<file path="config.mk">
export PLATFORM = sky130hd
export DESIGN_NAME = scap_set_unit
export DESIGN_NICKNAME = d
export VERILOG_FILES = /design/src/design/scap_pkg.sv /design/src/design/scap_set_unit.sv
export SDC_FILE = /design/constraint.sdc
export NUM_CORES = 1
export LEC_CHECK = 0
export ABC_CLOCK_PERIOD_IN_PS = 23300
export BUFFER_PORTS_ARGS = -buffer_cell sky130_fd_sc_hd__buf_4
export CORE_AREA = 2 2 346 348
export DETAILED_ROUTE_END_ITERATION = 12
export DIE_AREA = 0 0 348 350
export PLACE_DENSITY = 0.3
export SLEW_MARGIN = 20
export SYNTH_ARGS = -nofsm -noshare
export SYNTH_HDL_FRONTEND = slang
export SYNTH_SLANG_ARGS = --single-unit
</file>
<file path="constraint.sdc">
create_clock -name vclk -period 23.3
set_clock_uncertainty 0.1 [all_clocks]
set_input_delay 2.33 -clock vclk [all_inputs]
set_output_delay 2.33 -clock vclk [all_outputs]
set_load 0.005 [all_outputs]
</file>
<file path="src/design/scap_pkg.sv">
`timescale 1ns / 1ps
// Shared types, constants and register codes for the set-associative cache.
// No dependencies; every other design file refers to this package by scoped names.
package scap_pkg;

   localparam int MAX_WAYS     = 8;
   localparam int MAX_SET_BITS = 10;
   localparam int ADDR_BITS    = 48;

   localparam int SETS      = 1 << MAX_SET_BITS;
   localparam int SET_IDX_W = (MAX_SET_BITS > 0) ? MAX_SET_BITS : 1;
   localparam int WAY_W     = (MAX_WAYS > 1) ? $clog2(MAX_WAYS) : 1;
   localparam int RANK_W    = WAY_W;
   localparam int WCNT_W    = $clog2(MAX_WAYS + 1);
   localparam int OLD_W     = RANK_W + 1;
   localparam int SHIFT_W   = 6;
   localparam int CNT_W     = 32;
   localparam int OUT_WAY_W = 3;

   localparam int CSR_ADDR_W = 5;
   localparam int CSR_DATA_W = 32;

   // register indexes, word addressed on paddr[4:2]
   localparam logic [2:0] REG_OFFSET_BITS     = 3'd0;
   localparam logic [2:0] REG_SET_BITS        = 3'd1;
   localparam logic [2:0] REG_WAYS_IN_USE     = 3'd2;
   localparam logic [2:0] REG_POLICY          = 3'd3;
   localparam logic [2:0] REG_PREFETCH_ENABLE = 3'd4;

   localparam logic CMD_WRITE  = 1'b1;
   localparam logic POLICY_LRU = 1'b0;

   typedef struct packed {
      logic [4:0] offset_bits;
      logic [3:0] set_bits;
      logic [3:0] ways_in_use;
      logic       policy;
      logic       prefetch_enable;
   } cfg_type;

   typedef struct packed {
      logic                 valid;
      logic [ADDR_BITS-1:0] tag;
      logic [RANK_W-1:0]    rank;
   } line_type;

   typedef line_type [MAX_WAYS-1:0] row_type;

   typedef struct packed {
      logic              touch_on_hit;
      logic [WCNT_W-1:0] ways;
   } unit_ctrl_type;

   typedef struct packed {
      logic             hit;
      logic [WAY_W-1:0] way;
      logic             write_en;
   } unit_stat_type;

endpackage

</file>
<file path="src/design/scap_set_unit.sv">
`timescale 1ns / 1ps
// Set update unit: tag lookup, victim choice and recency-rank update of one row.
// Shared by the demand and the prefetch pass. Depends on scap_pkg.
module scap_set_unit (
   input  scap_pkg::row_type                row,
   input  logic [scap_pkg::ADDR_BITS-1:0]   tag,
   input  scap_pkg::unit_ctrl_type          ctrl,
   output scap_pkg::row_type                new_row,
   output scap_pkg::unit_stat_type          stat
);

   logic                          hit;
   logic [scap_pkg::WAY_W-1:0]    hit_way;
   logic                          found_inv;
   logic [scap_pkg::WAY_W-1:0]    inv_way;
   logic [scap_pkg::RANK_W-1:0]   best;
   logic [scap_pkg::WAY_W-1:0]    lru_way;
   logic [scap_pkg::WAY_W-1:0]    sel;
   logic [scap_pkg::OLD_W-1:0]    old;
   logic [scap_pkg::MAX_WAYS-1:0] in_use;

   always_comb begin
      for (int v = 0; v < scap_pkg::MAX_WAYS; v++) begin
         in_use[v] = scap_pkg::WCNT_W'(v) < ctrl.ways;
      end
   end

   always_comb begin
      hit       = 1'b0;
      hit_way   = '0;
      found_inv = 1'b0;
      inv_way   = '0;
      best      = '0;
      lru_way   = '0;
      for (int v = 0; v < scap_pkg::MAX_WAYS; v++) begin
         if (!hit && in_use[v] && row[v].valid && row[v].tag == tag) begin
            hit     = 1'b1;
            hit_way = scap_pkg::WAY_W'(v);
         end
         if (!found_inv && in_use[v] && !row[v].valid) begin
            found_inv = 1'b1;
            inv_way   = scap_pkg::WAY_W'(v);
         end
         // lowest way with the largest rank
         if (in_use[v] && row[v].rank > best) begin
            best    = row[v].rank;
            lru_way = scap_pkg::WAY_W'(v);
         end
      end
   end

   always_comb begin
      if (hit) begin
         sel = hit_way;
      end else if (found_inv) begin
         sel = inv_way;
      end else begin
         sel = lru_way;
      end
      old = row[sel].valid ? {1'b0, row[sel].rank} : scap_pkg::OLD_W'(scap_pkg::MAX_WAYS);
   end

   always_comb begin
      new_row = row;
      for (int v = 0; v < scap_pkg::MAX_WAYS; v++) begin
         if (in_use[v] && scap_pkg::WAY_W'(v) != sel && row[v].valid &&
             {1'b0, row[v].rank} < old && row[v].rank != '1) begin
            new_row[v].rank = row[v].rank + 1'b1;
         end
      end
      new_row[sel].rank = '0;
      if (!hit) begin
         new_row[sel].valid = 1'b1;
         new_row[sel].tag   = tag;
      end
   end

   assign stat.hit      = hit;
   assign stat.way      = sel;
   assign stat.write_en = !hit || ctrl.touch_on_hit;

endmodule

</file>
Yosys cells after proc, flatten, opt, wreduce, memory -nomap -nowiden
Cells that the tools add are included.
- $add $sub $neg: 8
- order comparisons: 26
- equal/unequal tests: 23
- multiplexer cells: 67
- reductions and logical operators: 104
- operators by type and width (kind ; number):
    $bwmux W416 ; 3
    $demux W52 S3 ; 3
    $mux W416 ; 1
    $eq A48 B48 Y1 ; 8
    $bmux W52 S3 ; 1
    $mux W3 ; 36
    $mux W52 ; 2
    $logic_and A1 B1 Y1 ; 79
    $mux W51 ; 1
    $lt A3 B4 Y1 ; 8
    $add A3 B1 Y3 const B ; 8
    $ne A3 B3 Y1 const B ; 8
    $logic_not A1 Y1 ; 23
    $gt A3 B3 Y1 ; 7
    $mux W1 ; 19
    $lt A3 B4 Y1 const A ; 4
    $ne A3 B3 Y1 const A ; 4
    $lt A1 B4 Y1 const A ; 2
    $lt A2 B4 Y1 const A ; 2
    $ne A2 B3 Y1 const A ; 2
    $lt A3 B4 Y1 const B ; 1
    $mux W4 ; 1
    $ge A3 B1 Y1 const B ; 1
    $gt A3 B1 Y1 const B ; 1
    other kinds (3) ; 3
- register bits: 0
- output and inout port bits: 421
- logic and storage cells: 228

Longest topological paths before layout
- depth in word-level cells: 51
- mapped depth: 70

Worst setup path after synthesis
Ideal clock, no wire load.
- path kind: input-to-output
- start point: in ctrl[2] (netlist name)
- end point: out new_row[312] (netlist name)
- arrival: 14425 ps
- path slack: 6445 ps
- cell stages on the path: 63
- buffers on the path: 4
- path through: buf_6 or4_4 and3_1 ha_1 a31oi_4 and2_1 mux2_2 ha_1 nor2_1 a31oi_1 o31ai_1 nand2_1 mux2_2 ha_1 nor2_1 a31oi_1 a21o_1 o21ai_0 [27 not listed] nand2_1 nand2_1 nand3_1 or3_1 a21o_1 nand2_1 o21a_1 inv_1 buf_2 o32ai_1 a32oi_2 and2_1 or2_2 ha_1 o21ai_0 a41oi_2 o41ai_4 mux2i_1
- RTL lines (item ; line ; RTL):
    from (decl) ; scap_set_unit.sv:7 ; input scap_pkg::unit_ctrl_type ctrl,
    to (decl) ; scap_set_unit.sv:8 ; output scap_pkg::row_type new_row,

==> results.yml <==
outcome:
  status: "finished clean"
place:
  io_buffers: 890
  place_area_sq_um: 20700
  gp_congestion: 0.875
  dp_hpwl_um: 124000
timing:
  finalSetupViolCount: 0
  rsz0062_at_grt: "false"
  slew_viol_final: 0
  tightest_slew_ps: 1180
  min_period_ps: 19490
  fmax_ghz: 0.0513
  hold_viol_final: 0
  finalCritPeriodShare_pct: 83.6
  maxSlewHeadroom_pct: 21.5
  setup_tns_ps: 0
worst_setup_path:
  cpMostUsedCell: "ha_1"
  critical_path_arrival_ps: 17060
  cp_data_required_time_ps: 20870
  cp_max_fo: 16
  slowest_stage: "a311oi_1"
  crit_type: "input pin to output port"
  cp_slowest_stage_delay_ps: 790
  cp-start-kind: "input pin"
  crit_start: "ctrl[3]"
  end_kind: "output port"
global_route:
  gr-usage-met2_pct: 40.5
  grt_pass1_wl_um: 179000
  grt_remaining_overflow: 0
  antenna_found_initial: 41
  grt_most_used_layer: "met2"
  grt_use_met3_pct: 5.01
  grt_max_degree: 56
  met1_usage_pct: 27.6
  grtUsageTotal_pct: 22.4
  grt_pass1_vias: 16300
floorplanning:
  dieArea_sq_um: 122000
  num_rows: 126
  boundaryPins: 890
  core_sq_um: 118000
  start_util_pct: 10.7
  die_h_um: 350
  chipWidth_um: 348
drt:
  totalWireLength_um: 144000
  routedWlPerCell_um: 36.9
  antenna_left: 0
  firstDrtPassIters: 5
  via_count: 16200
  drc: 0
  viasPerCell: 4.13
  drt_iter0_drc: 1099
yosys:
  netlist_top_cells_area: "mux2_2 (22%), xnor2_1 (18%), xor2_1 (6.9%), mux2_1 (5.3%), nand2_1 (4.7%)"
  seq_area_frac_synth_pct: 0
  syn-cell-area_sq_um: 12600
  yosys.area.top_type: "mux2_2"
  ys_warn_count: 0
  syn-num-nets: 2105
  synth.distinct_cells: 86
  synth_most_common_cell: "xnor2_1"
  synth_top_area_share_pct: 22.0
  synth_area_per_cell_sq_um: 7.90
  netlist_instances: 1590
  synth.top_cells.by_count: "xnor2_1 (260), mux2_2 (245), nand2_1 (156)"
cts:
  cts_setup_buffers: 0
  cts-hold-fix-buffers: 0
  post_cts_resized: 0
power_and_ir_drop:
  power_density_nw_per_um2: 32.1
  ir_drop_uv: 23.8
  leakagePower_nw: 8.85
flow_run:
  max-cap-violations: 0
cells_and_area:
  final_nets: 2872
  seq_cells: 0
  drive_gt1_share_pct: 52.8
  fill_cells: 13500
  areaGrowthSynthToFinish_pct: 65.3
  clkbuf_count: 0
  design_area_sq_um: 20700
  regArea_sq_um: 0
  post-route-util_pct: 17.6
min_path:
  hold_start: "ctrl[4]"
  hp-class: "input pin to output port"
  hold_depth: 3
  hold_end: "stat[0]"
through the flow:
step           power [mW]  std cells  hold slack [ps]  worst slack [ps]
3_5_place_dp        0.672       3891             4820              3930
3_3_place_gp        0.674       3891             4830              4060
2_1_floorplan       0.295       1590             4640              6440
4_1_cts             0.675       3891             4820              3900
5_1_grt             0.709       3899             4850              2800
6_report            0.665       3908             4820              3810
worst max path at each step:
stage	endpoint	slack [ps]	cells past startpoint
finish	new_row[106]	3810	61
global route	new_row[0]	2800	58
CTS	new_row[366]	3900	61
detailed placement	new_row[366]	3930	61
global placement	new_row[0]	4060	61
floorplan	new_row[312]	6440	63
kinds of logic (layout without fill, tap and decap cells):
| kind of cell | after synthesis | after routing | share of synthesized area [%] |
|---|---|---|---|
| simple gates | 420 | 420 | 17.0 |
| fa+ha+maj | 46 | 46 | 4.58 |
| other cells | 0 | 17 | 0 |
| xor+xnor | 359 | 359 | 25.0 |
| buf+inv | 187 | 952 | 6.57 |
| mux | 364 | 364 | 33.2 |
| compound gates | 214 | 214 | 13.6 |
layer usage:
layer	wire (um)	vias up
met5	43	-
met4	1840	8
met3	10200	74
met2	72300	817
met1	59900	8027
li1	-	7228
placed cells by master (no fill, tap or decap), drive strengths merged, types with 9 or more instances in the layout:
| cell | count |
|---|---|
| mux2 | 334 |
| diode | 17 |
| o21ai | 83 |
| nor2 | 53 |
| nor3 | 11 |
| nand2b | 13 |
| nor4 | 36 |
| a21oi | 29 |
| mux2i | 30 |
| ha | 46 |
| a31oi | 9 |
| nand3 | 22 |
| buf | 909 |
| or2 | 14 |
| o211ai | 10 |
| xor2 | 99 |
| nor2b | 15 |
| nand4 | 75 |
| nand2 | 156 |
| xnor2 | 260 |
| inv | 42 |
area by class of cell:
cell class | count | area (sq um) | area share (%)
tap | 1536 | 1920 | 9.26
timing repair buffer | 909 | 6820 | 32.9
multi-input combinational | 1403 | 11800 | 56.9
inverter | 43 | 163 | 0.784
antenna | 17 | 42.5 | 0.205
critical path, delay by kind of cell:
| family | cells | cell delay, ps |
|---|---|---|
| compound gates | 26 | 5870 |
| simple gates | 19 | 4130 |
| fa+ha+maj | 8 | 2330 |
| mux | 4 | 1440 |
| buf+inv | 4 | 890 |
power by group:
| group | total [mW] | internal (mW) | switching [mW] | leakage (nW) |
|---|---|---|---|---|
| clock network | 0.0000000290 | 0.0000000289 | 0 | 0.000111 |
| registers | 0 | 0 | 0 | 0 |
| logic | 0.665 | 0.298 | 0.368 | 8.85 |
No activity file was read; power rests on OpenSTA's default activity.
