==> config.mk <==
export PLATFORM = sky130hd
export DESIGN_NAME = scap_csr
export DESIGN_NICKNAME = d
export VERILOG_FILES = /design/src/design/scap_pkg.sv /design/src/design/scap_csr.sv
export SDC_FILE = /design/constraint.sdc
export NUM_CORES = 1
export LEC_CHECK = 0
export CELL_PAD_IN_SITES_DETAIL_PLACEMENT = 2
export CELL_PAD_IN_SITES_GLOBAL_PLACEMENT = 2
export CORE_UTILIZATION = 33
export CTS_BUF_LIST = sky130_fd_sc_hd__clkbuf_16
export DETAILED_ROUTE_END_ITERATION = 16
export DONT_BUFFER_PORTS = 1
export GPL_TIMING_DRIVEN = 0
export PLACE_DENSITY = 0.85
export SLEW_MARGIN = 20
export SYNTH_ARGS = -nofsm -noshare
export SYNTH_HDL_FRONTEND = slang
export SYNTH_SLANG_ARGS = --single-unit
==> constraint.sdc <==
create_clock -name clock -period 2.6 [get_ports clock]
set_input_delay 0.13 -clock clock [delete_from_list [all_inputs] [get_ports clock]]
set_output_delay 0.13 -clock clock [all_outputs]
set_load 0.01 [all_outputs]
==> src/design/scap_pkg.sv <==
`timescale 1ns / 1ps
// Shared types, constants and register codes for the set-associative cache.
// No dependencies; every other design file refers to this package by scoped names.
package scap_pkg;

   localparam int MAX_WAYS     = 8;
   localparam int MAX_SET_BITS = 10;
   localparam int ADDR_BITS    = 48;

   localparam int SETS      = 1 << MAX_SET_BITS;
   localparam int SET_IDX_W = (MAX_SET_BITS > 0) ? MAX_SET_BITS : 1;
   localparam int WAY_W     = (MAX_WAYS > 1) ? $clog2(MAX_WAYS) : 1;
   localparam int RANK_W    = WAY_W;
   localparam int WCNT_W    = $clog2(MAX_WAYS + 1);
   localparam int OLD_W     = RANK_W + 1;
   localparam int SHIFT_W   = 6;
   localparam int CNT_W     = 32;
   localparam int OUT_WAY_W = 3;

   localparam int CSR_ADDR_W = 5;
   localparam int CSR_DATA_W = 32;

   // register indexes, word addressed on paddr[4:2]
   localparam logic [2:0] REG_OFFSET_BITS     = 3'd0;
   localparam logic [2:0] REG_SET_BITS        = 3'd1;
   localparam logic [2:0] REG_WAYS_IN_USE     = 3'd2;
   localparam logic [2:0] REG_POLICY          = 3'd3;
   localparam logic [2:0] REG_PREFETCH_ENABLE = 3'd4;

   localparam logic CMD_WRITE  = 1'b1;
   localparam logic POLICY_LRU = 1'b0;

   typedef struct packed {
      logic [4:0] offset_bits;
      logic [3:0] set_bits;
      logic [3:0] ways_in_use;
      logic       policy;
      logic       prefetch_enable;
   } cfg_type;

   typedef struct packed {
      logic                 valid;
      logic [ADDR_BITS-1:0] tag;
      logic [RANK_W-1:0]    rank;
   } line_type;

   typedef line_type [MAX_WAYS-1:0] row_type;

   typedef struct packed {
      logic              touch_on_hit;
      logic [WCNT_W-1:0] ways;
   } unit_ctrl_type;

   typedef struct packed {
      logic             hit;
      logic [WAY_W-1:0] way;
      logic             write_en;
   } unit_stat_type;

endpackage

==> src/design/scap_csr.sv <==
`timescale 1ns / 1ps
// APB-style configuration registers of the cache.
// Depends on scap_pkg.
module scap_csr (
   input  logic                            clock,
   input  logic                            reset,
   input  logic                            csr_psel,
   input  logic                            csr_penable,
   input  logic                            csr_pwrite,
   input  logic [scap_pkg::CSR_ADDR_W-1:0] csr_paddr,
   input  logic [scap_pkg::CSR_DATA_W-1:0] csr_pwdata,
   output logic [scap_pkg::CSR_DATA_W-1:0] csr_prdata,
   output logic                            csr_pready,
   output scap_pkg::cfg_type               cfg
);

   scap_pkg::cfg_type cfg_ff, cfg_in;
   logic [2:0]        idx;
   logic              wr;

   assign idx        = csr_paddr[4:2];
   assign wr         = csr_psel && csr_penable && csr_pwrite;
   assign csr_pready = 1'b1;
   assign cfg        = cfg_ff;

   always_comb begin
      cfg_in = cfg_ff;
      if (wr) begin
         unique case (idx)
            scap_pkg::REG_OFFSET_BITS:     cfg_in.offset_bits     = csr_pwdata[4:0];
            scap_pkg::REG_SET_BITS:        cfg_in.set_bits        = csr_pwdata[3:0];
            scap_pkg::REG_WAYS_IN_USE:     cfg_in.ways_in_use     = csr_pwdata[3:0];
            scap_pkg::REG_POLICY:          cfg_in.policy          = csr_pwdata[0];
            scap_pkg::REG_PREFETCH_ENABLE: cfg_in.prefetch_enable = csr_pwdata[0];
            default:                       cfg_in = cfg_ff;
         endcase
      end
   end

   always_comb begin
      unique case (idx)
         scap_pkg::REG_OFFSET_BITS:
            csr_prdata = scap_pkg::CSR_DATA_W'(cfg_ff.offset_bits);
         scap_pkg::REG_SET_BITS:
            csr_prdata = scap_pkg::CSR_DATA_W'(cfg_ff.set_bits);
         scap_pkg::REG_WAYS_IN_USE:
            csr_prdata = scap_pkg::CSR_DATA_W'(cfg_ff.ways_in_use);
         scap_pkg::REG_POLICY:
            csr_prdata = scap_pkg::CSR_DATA_W'(cfg_ff.policy);
         scap_pkg::REG_PREFETCH_ENABLE:
            csr_prdata = scap_pkg::CSR_DATA_W'(cfg_ff.prefetch_enable);
         default:
            csr_prdata = '0;
      endcase
   end

   always_ff @(posedge clock) begin
      if (reset) begin
         cfg_ff.offset_bits     <= 5'd4;
         cfg_ff.set_bits        <= 4'd0;
         cfg_ff.ways_in_use     <= 4'd1;
         cfg_ff.policy          <= 1'b0;
         cfg_ff.prefetch_enable <= 1'b0;
      end else begin
         cfg_ff <= cfg_in;
      end
   end

endmodule

After elaboration in Yosys (flattened, before gate mapping) --
Index checks and enable logic that the tools add are counted.
Storage, ports and cells: register bits 15, bits in latches 0, bits in writable memories 0, memory bits (read-only) 0, input bits 42, output and inout port bits 48, memories kept 0
Operators by class: add/subtract/negate cells 0, multipliers 0, div/mod/pow operators 0, order comparisons 0, equal/unequal tests 4, shifts and indexed selects 0, multiplexer cells 1, bitwise gates (word level) 0, reductions and logical operators 8
Operators with widths (number):
- one-hot mux 5 bit (5 select lines) | 1
- AND reduction 2 bit | 5
- == test 3 x 2 -> 1 bit (second input constant) | 2
- == test 3 x 1 -> 1 bit (second input constant) | 1
- == test 3 bit (second input constant) | 1
- logical NOT 3 bit | 1
- logical AND 1 bit | 2

Longest topological paths before layout --
Gate-level depths: netlist (run 1).
depth after elaboration 3, gate-level depth with buffers 5, depth with buffers taken out 3

Least setup slack after synthesis (run 1) --
Ideal clock, no wire load.
path kind input to register, start point input csr_paddr[4] (netlist name), end point register cfg_ff (netlist bit cfg[12]), library setup time 0.120 ns, arrival 0.955 ns, required time 2.480 ns, path slack 1.525 ns, stages on the path 5, buffers on the path 2, path through buf_6 > and4b_1 > buf_6 > nand2_2 > a211o_1
Between the ends: word-level cells in the longest chain between the ends 2
Ends and longest elaborated chain:
- start, declared | line scap_csr.sv:10 | input logic [scap_pkg::CSR_ADDR_W-1:0] csr_paddr,
- logical NOT 3 bit | line scap_csr.sv:29 | unique case (idx)
- AND reduction 2 bit (no source line)
- end signal, assigned | line scap_csr.sv:65 | cfg_ff <= cfg_in;
- end, declared | line scap_csr.sv:17 | scap_pkg::cfg_type cfg_ff, cfg_in;
No other way between the ends. A chain may end at the register's enable or synchronous reset.

Worst setup path in the final report (run 1) --
start point register cfg_ff (netlist bit cfg[14]), end point output csr_prdata[4] (netlist name)
Between the ends: word-level cells in the longest chain between the ends 1
Ends and longest elaborated chain:
- one-hot mux 5 bit (5 select lines) | line scap_csr.sv:41 | unique case (idx)
- end, declared | line scap_csr.sv:12 | output logic [scap_pkg::CSR_DATA_W-1:0] csr_prdata,
No other way between the ends.

==> reports/metrics.yaml, run 1 <==
layout:
  syn_to_final_growth_pct: 22.2
  drive_gt1_frac: 0.269
  utilization: 0.421
  antenna_cells: 0
  finalNetCount: 188
  largest_register_ffs: 15
  fill_cells: 356
  layout_common_cells: "buf_4, conb_1, mux2i_1"
  final_common_cell: "buf_4"
drt:
  via_per_inst: 4.23
  dr.pass1.iters: 4
  drc_errors: 0
  wire_per_inst_um: 13.9
  wl_um: 2630
  ant_nets: 0
  drt_iter0_drc: 19
  vias: 800
place:
  post-place-ws_ps: 1420
  place.gp.congestion: 0.742
  portBuffers: 0
  hpwl_um: 2080
synth:
  synth_area_sq_um: 1040
  yosysWarnings: 0
  ys_ff_latch: 15
  synth_area_leaders: "dfxtp_1, buf_4, mux2i_1"
  synth_top_cell_by_area: "dfxtp_1"
  yosys.area.top_type_share: 0.287
  ys.flop_type: "dfxtp_1"
  syn_avg_cell_area_sq_um: 9.08
  synth_cell_types: 22
  synthCells: 115
  async_flop_share: 0
  synth-edff-count: 0
  ys_seq_area_frac: 0.287
clock_network:
  h-tree-depth: 1
  hold_buffers: 0
  root_buffer: "clkbuf_16"
  cts_tree: "done"
  clkSlewWorstSetupHoldPaths_ps: 50
  cts_resized: 0
  clock_latency_ps: 240
  numCtsBuffers: 3
  post_cts_buffers: 0
  clock_sinks: 15
  cts_buffer_depth: 2
timing:
  post-route-period-util: 0.510
  hold_viol_final: 0
  fmax_ghz: 0.754
  maxSlewViolCount: 0
  setup_slack_ps: 1270
  clock_skew_ps: 0
  slew_headroom: 0.580
  setup_violations: 0
  rsz0062_at_grt: "false"
  tightest_slew_ps: 622
  fin_setup_tns_ps: 0
  min_period_ps: 1330
pwr:
  swShare: 0.230
  p_comb_frac: 0.154
  p_leak_nw: 0.672
  ir_drop_uv: 328
  total_power_uw: 628
  p_clk_frac: 0.472
  cellInternalPower_uw: 484
  p_seq_frac: 0.374
  power-per-cell-area_nw_per_um2: 492
  net-switching-power_uw: 144
critical_path:
  critPathBufInv: 0
  crit_arrival_ps: 1200
  crit_required_ps: 2470
  crit_start: "cfg[14]"
  rrSetupSlack_ps: 1840
  start_kind: "flop"
  setup.worst_path.end_class: "primary output"
  max_stage_delay_ps: 550
  critPathMaxFanout: 3
  ff2ff_path_depth: 1
  cp_slowest_cell: "nor4b_1"
  worstSetupPathType: "flop to primary output"
  path_delay_family: "simple AND/OR/NAND/NOR gates"
  r2r_end: "cfg[12]"
  r2r-start: "cfg[12]"
  crit_chain: "nor4b_1"
die:
  start_util: 0.345
  num_rows: 20
  pin_count: 90
  dieArea_sq_um: 3390
  die_w_um: 58.3
  core_region_area_sq_um: 3030
  dieHeight_um: 58.3
run:
  maxCapViolations: 0
global_route:
  grt_pass1_wl_um: 4330
  overflow: 0
  antenna_found_initial: 0
  grt_max_degree: 11
  grt_use_total: 0.172
  grt_pass1_vias: 896
outcome:
  status: "completed"
min_path:
  hold_path.class: "input port to flop"
  hold_path_end: "cfg[14]"
  hold_depth: 2
  min-delay-start: "csr_pwdata[4]"
## power groups by stage
stage / Clock, mW / Combinational, mW / Sequential (mW)
finish: 0.297 / 0.0967 / 0.235
global placement: 0 / 0.0926 / 0.239
global route: 0.315 / 0.106 / 0.235
CTS: 0.302 / 0.0946 / 0.235
detailed placement: 0 / 0.0942 / 0.239
floorplan: 0 / 0.0845 / 0.239
## how the worst max path moves through the flow
| stage | endpoint | slack (ps) | cells past startpoint |
|---|---|---|---|
| after global placement | cfg[12] | 1460 | 5 |
| after floorplan | cfg[12] | 1530 | 5 |
| final | csr_prdata[4] | 1270 | 1 |
| after CTS | csr_prdata[4] | 1240 | 1 |
| after detailed placement | cfg[12] | 1420 | 5 |
| after global routing | csr_prdata[4] | 1180 | 1 |
## cells by family after synthesis
logic type	count (synthesis)	share of synthesized area
AND/OR/NAND/NOR	39	0.220
buffers and inverters	34	0.256
other	2	0.00719
AO/OA/AOI/OAI	6	0.0467
multiplexers	19	0.182
flip-flops	15	0.287
## Yosys cell counts, drive strengths merged (2+ instances only)
cell type and count:
dfxtp 15, nor2 8, and3 2, conb 2, nand2b 18, and2 2
nand2 3, mux2i 19, buf 32, a2bb2oi 3, nand3 2
## area by class of cell
| type | count | area, sq um | share of cell area |
|---|---|---|---|
| multi-input cells | 92 | 574 | 0.450 |
| clock inverters | 1 | 3.75 | 0.00294 |
| well taps | 44 | 55.1 | 0.0431 |
| clock buffers | 3 | 75.1 | 0.0588 |
| flip-flops and latches | 15 | 300 | 0.235 |
| plain buffers | 34 | 268 | 0.210 |
## stage by stage
step	hold slack [ps]	cell area (sq um)	std cells
5_1_grt	57.7	1280	189
3_5_place_dp	296	1200	185
6_report	40.7	1280	189
4_1_cts	38.7	1280	189
3_3_place_gp	290	1200	185
2_1_floorplan	285	1140	141
## per-layer routing
| metal | up-vias | track usage | part of all wire |
|---|---|---|---|
| li1 | 382 | - | - |
| met5 | - | 0 | 0 |
| met1 | 372 | 0.177 | 0.36 |
| met3 | 6 | 0.0714 | 0.11 |
| met4 | 0 | 0.0680 | 0.018 |
| met2 | 40 | 0.307 | 0.52 |
(Power assumes the default switching activity.)
==> run 2: changes to the inputs <==
CORE_UTILIZATION = 31   (was 33)
PLACE_DENSITY = 0.81   (was 0.85)
clock period = 1.3 ns   (was 2.6 ns; I/O delays follow)
==> run 2 against run 1 <==
Routed wire length rose by 2.6%. Critical path depth is 2 higher. Clock power is 100% higher. Largest cell class unchanged. Core utilization down 0.47 points. Count of clock-buffer cells in the layout did not move. Critical path type unchanged. Sequential share of layout area decreased by 0.40 points.
==> reports/metrics.yaml, run 2 (synthesis results as in run 1) <==
layout:
  regArea_sq_um: 302  # +0.42%
  largest_register_ffs: 15  # unchanged
  syn_to_final_growth_pct: 24.8
  fill_cells: 364  # +2.2%
  layout_common_cells: "buf_4, conb_1, mux2i_1"
  finalNetCount: 190  # +1.1%
  final_common_cell: "buf_4"
  final_cells: 191  # +1.1%
  antenna_cells: 0  # unchanged
  drive_gt1_frac: 0.279  # +0.00995
  multi_input_area_sq_um: 581  # +1.1%
timing:
  fin_setup_tns_ps: 0  # unchanged
  min_period_ps: 1250
  maxSlewViolCount: 0  # unchanged
  rsz0062_at_grt: "false"
  setup_violations: 0  # unchanged
  hold_ws_ps: 18.7  # -22.1 ps
  setup_slack_ps: 46.7  # -1230 ps
  post-route-period-util: 0.964
  hold_viol_final: 0  # unchanged
  fmax_ghz: 0.798
  clock_skew_ps: 0  # unchanged
die:
  num_rows: 20  # unchanged
  dieArea_sq_um: 3610  # +6.2%
  die_w_um: 60.1  # +3.1%
  core_region_area_sq_um: 3130  # +3.3%
  start_util: 0.334  # -0.0110
  dieHeight_um: 60.1  # +3.1%
  pin_count: 90  # unchanged
clock_network:
  h-tree-depth: 1  # unchanged
  clock_sinks: 15  # unchanged
  clkSlewWorstSetupHoldPaths_ps: 50  # about the same
  cts_tree: "done"
  root_buffer: "clkbuf_16"
  numCtsBuffers: 3  # unchanged
  clock_latency_ps: 250  # about the same
  cts_buffer_depth: 2  # unchanged
global_route:
  grt_max_degree: 11  # unchanged
  grt_pass1_vias: 826  # -7.8%
  grt_pass1_wl_um: 4060  # -6.1%
  overflow: 0  # unchanged
  antenna_found_initial: 0  # unchanged
  grt_use_total: 0.159  # -0.0129
critical_path:
  crit_start: "cfg[6]"
  crit_arrival_ps: 1190  # about the same
  critPathMaxFanout: 3  # unchanged
  crit_required_ps: 1240  # -1230 ps
  path_delay_family: "compound AO/OA/AOI/OAI gates"
  worstSetupPathType: "flop to primary output"
  start_kind: "flop"
  cp_slowest_cell: "dfxtp_1"
  max_stage_delay_ps: 400  # -150 ps
  critPathBufInv: 0  # unchanged
  crit_chain: "mux2i_1 > o21ai_0 > o31a_1"
  setup.worst_path.end_class: "primary output"
  r2r-start: "cfg[3]"
drt:
  wl_um: 2700  # +2.6%
  dr.pass1.iters: 4  # unchanged
  via_per_inst: 4.20  # -0.68%
  wl_met1_um: 1050  # +11%
  top_layer: "met4"
  vias: 803  # +0.38%
  ant_nets: 0  # unchanged
  drc_errors: 0  # unchanged
  drt_iter0_drc: 18  # -1
  route.met3.wl_um: 235  # -15%
  wl_met2_um: 1380  # +2.0%
  wire_per_inst_um: 14.1  # +1.5%
place:
  place.gp.congestion: 0.771  # +4.0%
  post-place-ws_ps: 196  # -1220 ps
  place_inst: 185  # unchanged
  portBuffers: 0  # unchanged
  hpwl_um: 2100  # +0.86%
pwr:
  power-per-cell-area_nw_per_um2: 972  # +97%
  total_power_mw: 1.27  # +100%
  ir_drop_uv: 641  # +96%
  p_leak_nw: 0.681  # +1.4%
outcome:
  status: "completed"
min_path:
  min-delay-start: "csr_pwdata[2]"
  hold_path.class: "input port to flop"
run:
  maxCapViolations: 0  # unchanged
[run 2: cell count changes in the layout (fill, tap and decap cells not counted), sizes merged]
cell         before  now
dlygate4sd3       0    2
[run 2: worst register-to-register path, delay by kind of cell, from the launching register on]
family | cells | cell delay [ps]
multiplexers | 1 | 160
flip-flops | 1 | 410
AND/OR/NAND/NOR | 1 | 90
[run 2: what timing repair did]
item	CTS	global route
endpoints found under the hold margin	2	0
hold buffers	2	0
buffers inserted	0	0
setup endpoints to repair	0	2
resized for setup	0	2
[run 2: final cells by class]
type | count | area share
plain buffers | 34 | 0.205
clock buffers | 3 | 0.0576
clock inverters | 1 | 0.00288
multi-input cells | 92 | 0.445
flip-flops and latches | 15 | 0.231
well taps | 44 | 0.0422
repair buffers | 2 | 0.0154
[run 2: stage by stage]
step | area, sq um | utilization
2_1_floorplan | 1140 | -
3_3_place_gp | 1200 | 0.383
3_5_place_dp | 1200 | 0.383
4_1_cts | 1300 | 0.414
5_1_grt | 1300 | 0.417
6_report | 1300 | 0.417
[run 2: routing by layer]
| metal | vias up | track usage |
|---|---|---|
| li1 | 388 | - |
| met1 | 375 | 0.174 |
| met2 | 36 | 0.281 |
| met3 | 4 | 0.0541 |
| met4 | 0 | 0.0598 |
| met5 | - | 0 |
[run 2: path summary, 6_finish.rpt]
check,to,slack (ps),depth (start not counted)
worst max-delay path,csr_prdata[0],50,3
worst min register to register,cfg[10],550,2
worst min-delay path,cfg[8],20,2
worst max register to register,cfg[3],570,2
[run 2: where the power goes]
| part | leakage [nW] | switching (mW) | internal, mW |
|---|---|---|---|
| logic | 0.518 | 0.0985 | 0.100 |
| registers | 0.122 | 0.00517 | 0.464 |
| clock network | 0.0423 | 0.191 | 0.408 |
| total | 0.681 | 0.295 | 0.972 |
